## src/sv/rte_pkg.sv

```systemverilog
// ----------------------------------------------------------------------------
// Route table engine package
// Shared types, codes and default sizes for the route table cell chain.
// ----------------------------------------------------------------------------
package rte_pkg;

	// Default table depth and key width in bytes.
	localparam int RTE_ENTRIES  = 16;
	localparam int RTE_ID_BYTES = 8;

	// Fixed payload widths.
	localparam int HOP_W   = 64;
	localparam int COST_W  = 8;
	localparam int STAMP_W = 32;
	localparam int COUNT_W = 5;

	// Operation codes.
	typedef enum logic [1:0] {
		ACT_INSERT = 2'd0,
		ACT_UPDATE = 2'd1,
		ACT_REMOVE = 2'd2,
		ACT_LOOKUP = 2'd3
	} rte_action_t;

	// Result status codes.
	typedef enum logic [1:0] {
		STAT_DONE = 2'd0,
		STAT_DUP  = 2'd1,
		STAT_FULL = 2'd2,
		STAT_MISS = 2'd3
	} rte_status_t;

	// Sequencer states.
	typedef enum logic [1:0] {
		ST_IDLE,
		ST_CMP,
		ST_EXEC
	} rte_state_t;

	// Entry payload other than the key.
	typedef struct packed {
		logic [HOP_W-1:0]   hop;
		logic [COST_W-1:0]  cost;
		logic [STAMP_W-1:0] stamp;
	} rte_data_t;

	// Commands broadcast from the sequencer to every cell.
	typedef struct packed {
		logic cmp_en;
		logic ins;
		logic upd;
		logic rem;
	} rte_ctl_t;

endpackage

```

## src/sv/rte_cell.sv

```systemverilog
// ----------------------------------------------------------------------------
// Route table cell
// Holds one table entry, compares it with the query key and takes part in
// the first-hit chain, the lookup chain and the shift-down on remove.
// ----------------------------------------------------------------------------
module rte_cell import rte_pkg::*; #(
	parameter int IDX   = 0,
	parameter int KEY_W = 64,
	parameter int CNT_W = 5
) (
	input  logic             clk,
	input  logic             arst_n,
	input  logic [CNT_W-1:0] count,
	input  rte_ctl_t         ctl,
	input  logic [KEY_W-1:0] qkey,
	input  rte_data_t        qdata,
	input  logic [KEY_W-1:0] nxt_key,
	input  rte_data_t        nxt_data,
	input  logic             hit_in,
	input  rte_data_t        found_in,
	output logic [KEY_W-1:0] key_out,
	output rte_data_t        data_out,
	output logic             hit_out,
	output rte_data_t        found_out,
	output logic             hit_first
);

	logic [KEY_W-1:0] key_q;
	rte_data_t        data_q;
	logic             hit_q;
	logic             valid;
	logic             at_tail;

	// The cell holds a live entry when its slot lies below the count.
	assign valid   = CNT_W'(IDX) < count;
	assign at_tail = CNT_W'(IDX) == count;

	// Registered key compare.
	always_ff @(posedge clk or negedge arst_n) begin
		if (!arst_n) begin
			hit_q <= 1'b0;
		end else if (ctl.cmp_en) begin
			hit_q <= valid && (key_q == qkey);
		end
	end

	// The first hit claims the match; every cell at or after it is marked.
	assign hit_first = hit_q && !hit_in;
	assign hit_out   = hit_q || hit_in;

	// Matched payload travels along the chain toward the end.
	assign found_out = rte_data_t'(found_in | (hit_first ? data_q : '0));

	// Entry storage: shift down on remove, append at the tail, or rewrite.
	always_ff @(posedge clk) begin
		if (ctl.rem && hit_out) begin
			key_q  <= nxt_key;
			data_q <= nxt_data;
		end else if (ctl.ins && at_tail) begin
			key_q  <= qkey;
			data_q <= qdata;
		end else if (ctl.upd && hit_first) begin
			data_q <= qdata;
		end
	end

	assign key_out  = key_q;
	assign data_out = data_q;

endmodule

```

## config.mk

```make
export PLATFORM = sky130hd
export DESIGN_NAME = rte_cell
export DESIGN_NICKNAME = d
export VERILOG_FILES = /design/src/sv/rte_pkg.sv /design/src/sv/rte_cell.sv
export SDC_FILE = /design/constraint.sdc
export NUM_CORES = 1
export LEC_CHECK = 0
export BUFFER_PORTS_ARGS = -buffer_cell sky130_fd_sc_hd__buf_2
export CORE_AREA = 2 2 282 284
export CTS_CLUSTER_SIZE = 10
export DETAILED_ROUTE_END_ITERATION = 10
export DIE_AREA = 0 0 284 286
export MAX_ROUTING_LAYER = met4
export PLACE_DENSITY = 0.36
export SLEW_MARGIN = 30
export SYNTH_ARGS = -nofsm -noshare
export SYNTH_HDL_FRONTEND = slang
export SYNTH_SLANG_ARGS = --single-unit
```

## constraint.sdc

```tcl
create_clock -name clk -period 6.6 [get_ports clk]
set_clock_uncertainty 0.1 [all_clocks]
set_input_delay 0.99 -clock clk [delete_from_list [all_inputs] [get_ports clk]]
set_output_delay 0.99 -clock clk [all_outputs]
set_load 0.1 [all_outputs]
```

==> results of run 1 <==
[power groups by stage]
stage / logic (W) / clock network [W] / registers (W)
after global placement: 0.00113 / 0 / 0.00133
after CTS: 0.00113 / 0.00110 / 0.00131
after global routing: 0.00116 / 0.00113 / 0.00131
after floorplan: 0.000437 / 0 / 0.00171
after detailed placement: 0.00113 / 0 / 0.00133
final: 0.00112 / 0.00104 / 0.00130
[worst paths after layout]
kind,from,to,slack (ns),depth (start not counted)
worst min register to register,hit_q$_DFFE_PN0P_,hit_q$_DFFE_PN0P_,0.49,2
worst min-delay path,arst_n,hit_q$_DFFE_PN0P_,0.18,1
worst max-delay path,hit_in,found_out[71],2.96,5
min in group clk,hit_q$_DFFE_PN0P_,hit_q$_DFFE_PN0P_,0.49,2
max in group asynchronous,arst_n,hit_q$_DFFE_PN0P_,6.14,1
worst max register to register,hit_q$_DFFE_PN0P_,data_out[88]$_DFFE_PP_,3.73,4
[cell type report]
type	count	share of cell area
antenna	12	0.00211
clock inverter	14	0.00967
sequential	169	0.356
multi-input combinational	366	0.243
inverter	13	0.00343
tap	1050	0.0923
clock buffer	18	0.0302
timing repair buffer	736	0.263
[per-stage QoR]
stage / util / area [um^2] / setup slack, ns / instances
2_1_floorplan: - / 8760 / 0.741 / 577
3_3_place_gp: 0.174 / 13600 / 2.66 / 2333
5_1_grt: 0.181 / 14200 / 2.88 / 2375
4_1_cts: 0.181 / 14200 / 2.96 / 2365
3_5_place_dp: 0.174 / 13600 / 2.62 / 2333
6_report: 0.182 / 14200 / 2.96 / 2378
[cell usage in the layout, fill, tap and decap left out, types with 7 or more instances in the layout]
master | Yosys | final
mux2_2 | 158 | 158
buf_2 | 10 | 725
diode_2 | 0 | 12
a21o_1 | 105 | 104
xor2_1 | 7 | 7
buf_4 | 0 | 9
xnor2_1 | 45 | 45
inv_1 | 13 | 13
mux2_1 | 10 | 10
nand4_1 | 13 | 13
edfxtp_1 | 168 | 168
clkbuf_16 | 0 | 17
[kinds of logic after synthesis]
kind of cell              after synthesis  synth area share
AOI/OAI and AO/OA                     119             0.103
xor gates and xnor gates               52            0.0520
buffers and inverters                  42            0.0305
DFF                                   169             0.578
muxes                                 168             0.216
and+or+nand+nor                        27            0.0198
[synthesized netlist by cell type, drive strengths merged]
master / instances / area, um^2
clkbuf: 6 / 22.5
inv: 13 / 48.8
o2bb2ai: 2 / 17.5
o21ai: 1 / 5.00
or2: 1 / 8.76
xnor2: 45 / 394
o22ai: 4 / 25.0
buf: 23 / 196
xor2: 7 / 61.3
o32ai: 1 / 16.3
nand4: 13 / 81.3
a21o: 105 / 788
dfrtp: 1 / 25.0
a221oi: 3 / 26.3
nor2: 3 / 13.8
a22o: 1 / 8.76
nor2b: 1 / 6.26
nand2: 3 / 18.8
edfxtp: 168 / 5040
a2111oi: 1 / 10.0
mux2: 168 / 1890
nor4: 5 / 37.5
or4: 1 / 7.51
o2111ai: 1 / 8.76
[flip-flops by register name (all words and copies together), names as in the netlist]
signal / cells
data_out: 104
key_out: 64
hit_q: 1
[layer usage]
| metal | track usage | vias to the layer above | routed length (um) |
|---|---|---|---|
| met3 | 0.0341 | 34 | 3580 |
| met5 | - | - | 0 |
| li1 | - | 3699 | - |
| met1 | 0.123 | 3844 | 18300 |
| met2 | 0.185 | 434 | 22900 |
| met4 | 0.0336 | 0 | 733 |
==> impl_metrics.csv, run 1 <==
group,metric,value,unit
critical_path,arrival,2.55,ns
critical_path,cpMostUsedCell,"buf_2",
critical_path,crit_fanout,61,
sta,setup_viol,0,
final_layout,finalNetCount,1755,
yosys,avgSynthCellArea,15.2,um^2
final_layout,area.sequential,5070,um^2
grt,grt_use_total,0.109,
routing,route.detailed.drc,0,
sta,period_needed,3.64,ns
die,die_y,286,um
yosys,postSynthCellCount,577,
grt,grt_pass1_wl,60.7,mm
worst_hold_path,min_path_type,"in2async",
final_layout,nFillCells,8786,
clock_network,clk_pin_slew,0.08,ns
power,intPower,0.00206,W
outcome,status,"completed",
clock_network,cts_resized,0,
critical_path,critPathKind,"in2out",
power,peakVddDrop,0.131,mV
routing,dr.first_iter.drc_count,353,
grt,first_global_vias,8221,
clock_network,cts_root_buffer,"clkbuf_16",
power,p_leak,6.47,nW
power,swShare,0.405,
power,pwr-share-seq,0.376,
die,fp.dieW,284,um
critical_path,cp-end-kind,"output pin",
final_layout,multi_input_comb_area,3460,um^2
routing,routed_via_density,3.37,
sta,rsz0062_at_grt,"no",
yosys,yosysUniqueCellTypes,29,
final_layout,area_growth,62.3,%
clock_network,ctsHoldBuffers,0,
clock_network,post_cts_buffers,0,
die,die_area,81200,um^2
yosys,ys_seq_elements,169,
critical_path,cp-start-kind,"input port",
clock_network,cts_buffers,17,
sta,drv_slew,0,
sta,tightest_slew,0.886,ns
die,placementRows,103,
routing,dr.pass1.iters,4,
critical_path,critPathTopFamily,"buffers and inverters",
yosys,yosysSeqAreaShare,0.578,
grt,grt_max_degree,91,
power,powerDensity,244,nW/um^2
final_layout,drive_above_1_share,0.707,
place,port_buffers,725,
yosys,synth_fp_nets,1029,
sta,hold_violations,0,
sta,relSlewSlack,0.409,
yosys,ys_warn_count,0,
sta,fin_setup_tns,0,ns
place,hpwl,37.9,mm
die,core-area,78400,um^2
power,p_clk_frac,0.301,
routing,wl_per_cell,19.1,um
yosys,synth_area,8760,um^2
routing,ant_nets,0,
clock_network,insertion_delay,0.47,ns
routing,via_count,8011,
critical_path,crit_slowest_cell,"buf_4",
place,gp_congestion,0.907,
critical_path,crit_chain,"buf_2, nor2_4, buf_4, a21o_1, buf_2",
sta,hold-worst-slack,0.176,ns
clock_network,clock_sinks,169,
power,pwr-share-comb,0.323,
routing,routed_wl,45.5,mm
clock_network,cts_htree_levels,4,
critical_path,required,5.51,ns
grt,overflow,0,
critical_path,cpPeakStageDelay,0.50,ns
clock_network,cts_max_path_buffers,2,
die,io_pins,726,
die,initial_core_util,0.112,
run,cap_violations,0,
power,p_sw,0.00140,W
grt,antenna_found_initial,18,
sta,finalCritPeriodShare,0.551,
critical_path,crit_buf_inv,3,
sta,fmax,0.275,GHz
power,finalPower,0.00346,W
clock_network,cts_tree,"built",
Note: power is estimated with default switching activity, not from simulation.
==> run 2: changes to the inputs <==
Settings changed: CORE_AREA 2 2 282 284 to 2 2 285 287, DIE_AREA 0 0 284 286 to 0 0 287 289, PLACE_DENSITY 0.36 to 0.37.
Clock period 6.6 ns to 3.3 ns, I/O delays scaled along.
==> impl_metrics.csv, run 2 (synthesis results as in run 1) <==
group,metric,value,unit
die,core-area,79900,um^2
clock_network,cts_resized,0,
die,fp.dieW,287,um
worst_hold_path,min_path_type,"in2reg",
critical_path,arrival,2.28,ns
grt,antenna_found_initial,15,
die,die_area,82900,um^2
final_layout,nFillCells,8961,
critical_path,critPathKind,"reg2out",
routing,routed_via_density,3.34,
place,dp_cells,2358,
grt,first_global_vias,8455,
worst_hold_path,holdCritStartpoint,"ctl[3]",
clock_network,cts_buffers,17,
final_layout,layout_common_cells,"723 x buf_2, 168 x edfxtp_1, 158 x mux2_2, 104 x a21o_1, 45 x xnor2_1",
critical_path,cp-end-kind,"output pin",
grt,grt_pass1_wl,59.4,mm
clock_network,cts_max_path_buffers,2,
sta,tightest_slew,0.608,ns
power,p_leak,6.59,nW
run,cap_violations,0,
critical_path,crit_fanout,93,
die,placementRows,104,
routing,ant_nets,0,
sta,hold-worst-slack,0.148,ns
sta,period_needed,2.88,ns
outcome,status,"completed",
final_layout,drive_above_1_share,0.711,
die,initial_core_util,0.110,
clock_network,clk_pin_slew,0.09,ns
place,hpwl,37.9,mm
clock_network,clock_sinks,169,
sta,rsz0062_at_grt,"no",
power,peakVddDrop,0.307,mV
sta,hold_violations,0,
critical_path,cpPeakStageDelay,0.47,ns
routing,via_count,7995,
sta,fmax,0.347,GHz
sta,setup_viol,0,
routing,wl_per_cell,18.8,um
routing,route.detailed.drc,0,
sta,relSlewSlack,0.591,
critical_path,required,2.70,ns
place,gp_congestion,0.797,
grt,overflow,0,
critical_path,crit_slowest_cell,"buf_2",
sta,drv_slew,0,
critical_path,crit_chain,"inv_1, nor2_4, buf_12, a21o_1, buf_2",
final_layout,layout_commonest_cell,"buf_2",
grt,grt_max_degree,94,
routing,routed_wl,45.1,mm
grt,grt_use_total,0.106,
clock_network,insertion_delay,0.48,ns
power,powerDensity,491,nW/um^2
routing,dr.pass1.iters,4,
die,die_y,289,um
place,dpl_cell_area,13800,um^2
sta,finalCritPeriodShare,0.872,
clock_network,cts_tree,"built",
sta,fin_setup_tns,0,ns
critical_path,crit_path_start,"hit_q$_DFFE_PN0P_",
final_layout,area_growth,65.0,%
critical_path,cp-start-kind,"flip-flop",
place,port_buffers,725,
final_layout,layout.cells.non_filler,2397,
clock_network,cts_root_buffer,"clkbuf_16",
routing,dr.first_iter.drc_count,300,
final_layout,post-route-cell-area,14500,um^2
die,io_pins,726,
final_layout,largest_register_ffs,104,
clock_network,cts_htree_levels,4,
critical_path,r2r-start,"hit_q$_DFFE_PN0P_",
final_layout,finalNetCount,1770,
final_layout,final_util,0.181,
run 2: changes by cell type in the layout (fill, tap and decap cells not counted), sizes merged:
cell / change
buf: +14
diode: -6
bufinv: +2
clkinvlp: -2
dlygate4sd3: +1
run 2: area by class of cell:
| type | count | area [um^2] | area share |
|---|---|---|---|
| Sequential cell | 169 | 5070 | 0.350 |
| Antenna cell | 6 | 15.0 | 0.00104 |
| Tap cell | 1060 | 1330 | 0.0917 |
| Timing Repair Buffer | 751 | 3930 | 0.272 |
| Inverter | 13 | 48.8 | 0.00337 |
| Clock inverter | 14 | 183 | 0.0126 |
| Clock buffer | 18 | 429 | 0.0297 |
| Multi-Input combinational cell | 366 | 3460 | 0.239 |
run 2: final timing paths:
check	endpoint	slack (ns)	cells after the start
worst max-delay path	found_out[2]	0.42	5
worst min-delay path	hit_q$_DFFE_PN0P_	0.15	2
worst max register to register	data_out[99]$_DFFE_PP_	1.16	4
worst min register to register	hit_q$_DFFE_PN0P_	0.52	2
max in group asynchronous	hit_q$_DFFE_PN0P_	2.76	2
min in group asynchronous	hit_q$_DFFE_PN0P_	0.25	2
run 2: what timing repair did:
item / in CTS / in global routing
hold buffers: 1 / 0
buffers inserted: 0 / 0
hold endpoints to repair: 1 / 0
run 2: per-layer routing:
metal / up-vias / global-route usage / part of all wire
li1: 3724 / - / -
met1: 3780 / 0.119 / 0.40
met2: 441 / 0.183 / 0.51
met3: 50 / 0.0269 / 0.068
met4: 0 / 0.0357 / 0.024
met5: - / - / 0
run 2: power breakdown:
part | switching [W] | internal (W) | leakage (nW) | total [W]
Combinational | 0.00170 | 0.000564 | 4.71 | 0.00227
Sequential | 0.0000811 | 0.00252 | 1.59 | 0.00260
Clock | 0.00102 | 0.00121 | 0.294 | 0.00223
run 2: critical path, delay by kind of cell, from the launching register on:
kind            cells  cell delay [ns]
buf+inv             3             0.85
compound gates      1             0.31
flops               1             0.37
simple gates        1             0.15
run 2: per-stage QoR:
| stage | power, W | setup slack (ns) |
|---|---|---|
| global placement | 0.00494 | 0.622 |
| finish | 0.00710 | 0.422 |
| floorplan | 0.00429 | 0.193 |
| detailed placement | 0.00494 | 0.581 |
| global route | 0.00739 | 0.300 |
| CTS | 0.00727 | 0.359 |
==> run 3: changes to the inputs <==
Settings changed: BUFFER_PORTS_ARGS -buffer_cell sky130_fd_sc_hd__buf_2 to -buffer_cell sky130_fd_sc_hd__clkbuf_2.
==> impl_metrics.csv, run 3 (synthesis results as in run 1) <==
group,metric,value,unit
clock_network,cts_buffers,17,
clock_network,cts_max_path_buffers,2,
final_layout,drive_above_1_share,0.708,
routing,ant_nets,0,
die,initial_core_util,0.110,
clock_network,cts_tree,"built",
sta,setup_viol,0,
clock_network,cts_htree_levels,4,
run,cap_violations,0,
routing,route.detailed.drc,0,
power,p_leak,6.72,nW
critical_path,crit_fanout,73,
sta,rsz0062_at_grt,"no",
grt,grt_use_total,0.106,
final_layout,finalNetCount,1760,
power,finalPower,0.00705,W
grt,overflow,0,
place,port_buffers,725,
final_layout,layout_commonest_cell,"clkbuf_2",
place,hpwl,38.1,mm
die,fp.dieW,287,um
routing,via_count,7998,
routing,wl_per_cell,19.0,um
routing,routed_via_density,3.35,
die,io_pins,726,
grt,grt_pass1_wl,59.2,mm
routing,dr.pass1.iters,4,
critical_path,critPathKind,"reg2out",
sta,finalCritPeriodShare,0.872,
final_layout,largest_register_ffs,104,
power,peakVddDrop,0.301,mV
routing,dr.first_iter.drc_count,235,
critical_path,required,2.70,ns
critical_path,arrival,2.28,ns
critical_path,cp-start-kind,"flip-flop",
outcome,status,"completed",
die,die_y,289,um
worst_hold_path,min_path_type,"in2reg",
clock_network,cts_resized,0,
power,powerDensity,486,nW/um^2
routing,routed_wl,45.3,mm
clock_network,clk_pin_slew,0.08,ns
sta,hold_violations,0,
clock_network,cts_root_buffer,"clkbuf_16",
die,die_area,82900,um^2
grt,grt_max_degree,74,
sta,fin_setup_tns,0,ns
sta,tightest_slew,0.679,ns
sta,drv_slew,0,
final_layout,area_growth,65.5,%
grt,first_global_vias,8314,
clock_network,insertion_delay,0.48,ns
sta,period_needed,2.88,ns
sta,fmax,0.348,GHz
critical_path,cp-end-kind,"output pin",
die,core-area,79900,um^2
place,gp_congestion,0.772,
sta,relSlewSlack,0.542,
final_layout,layout_common_cells,"676 x clkbuf_2, 168 x edfxtp_1, 158 x mux2_2, 104 x a21o_1, 54 x buf_4",
clock_network,clock_sinks,169,
grt,antenna_found_initial,12,
die,placementRows,104,
==> run 3: per-layer routing <==
metal,vias up,track usage,part of all wire
met5,-,-,0
met4,0,0.0376,0.026
met3,52,0.0348,0.077
met2,421,0.183,0.52
met1,3817,0.114,0.38
li1,3708,-,-
==> run 3: worst paths after layout <==
path / startpoint / to / slack [ns] / cells past startpoint
min: ctl[3] / hit_q$_DFFE_PN0P_ / 0.17 / 2
max reg2reg: hit_q$_DFFE_PN0P_ / data_out[93]$_DFFE_PP_ / 1.13 / 4
max: hit_q$_DFFE_PN0P_ / found_out[2] / 0.42 / 5
min reg2reg: hit_q$_DFFE_PN0P_ / hit_q$_DFFE_PN0P_ / 0.61 / 2
min in group asynchronous: arst_n / hit_q$_DFFE_PN0P_ / 0.27 / 2
max in group asynchronous: arst_n / hit_q$_DFFE_PN0P_ / 2.75 / 2
==> run 3: layout make-up <==
| class | count | area [um^2] |
|---|---|---|
| Timing Repair Buffer | 741 | 4000 |
| Antenna cell | 6 | 15.0 |
| Sequential cell | 169 | 5070 |
| Clock buffer | 19 | 433 |
| Tap cell | 1060 | 1330 |
| Inverter | 13 | 48.8 |
| Clock inverter | 13 | 159 |
| Multi-Input combinational cell | 366 | 3460 |
| Fill cell | 8945 | 65400 |
==> run 3: repair_timing <==
action | CTS | global route
hold buffers | 1 | 0
hold endpoints to repair | 1 | 0
setup buffers | 0 | 0
==> run 3: metrics by stage <==
stage / std cells / hold slack (ns) / utilization / setup slack, ns / instance area (um^2)
2_1_floorplan: 577 / 0.0994 / - / 0.193 / 8780
3_3_place_gp: 2348 / 0.172 / 0.174 / 0.628 / 13900
3_5_place_dp: 2348 / 0.172 / 0.174 / 0.593 / 13900
4_1_cts: 2381 / 0.128 / 0.181 / 0.347 / 14500
5_1_grt: 2387 / 0.148 / 0.182 / 0.322 / 14500
6_report: 2387 / 0.175 / 0.182 / 0.423 / 14500
==> run 3: worst max-delay path, cell delays in order (launching register included) <==
cell and delay [ns]:
dfrtp_1 0.35, inv_1 0.12, nor2_4 0.18, buf_12 0.27, a21o_1 0.27, clkbuf_2 0.48
==> run 3: power breakdown <==
part           switching [W]  internal (W)  leakage, nW
clock                0.00103       0.00114        0.277
combinational        0.00170      0.000572         4.85
sequential         0.0000867       0.00252         1.59
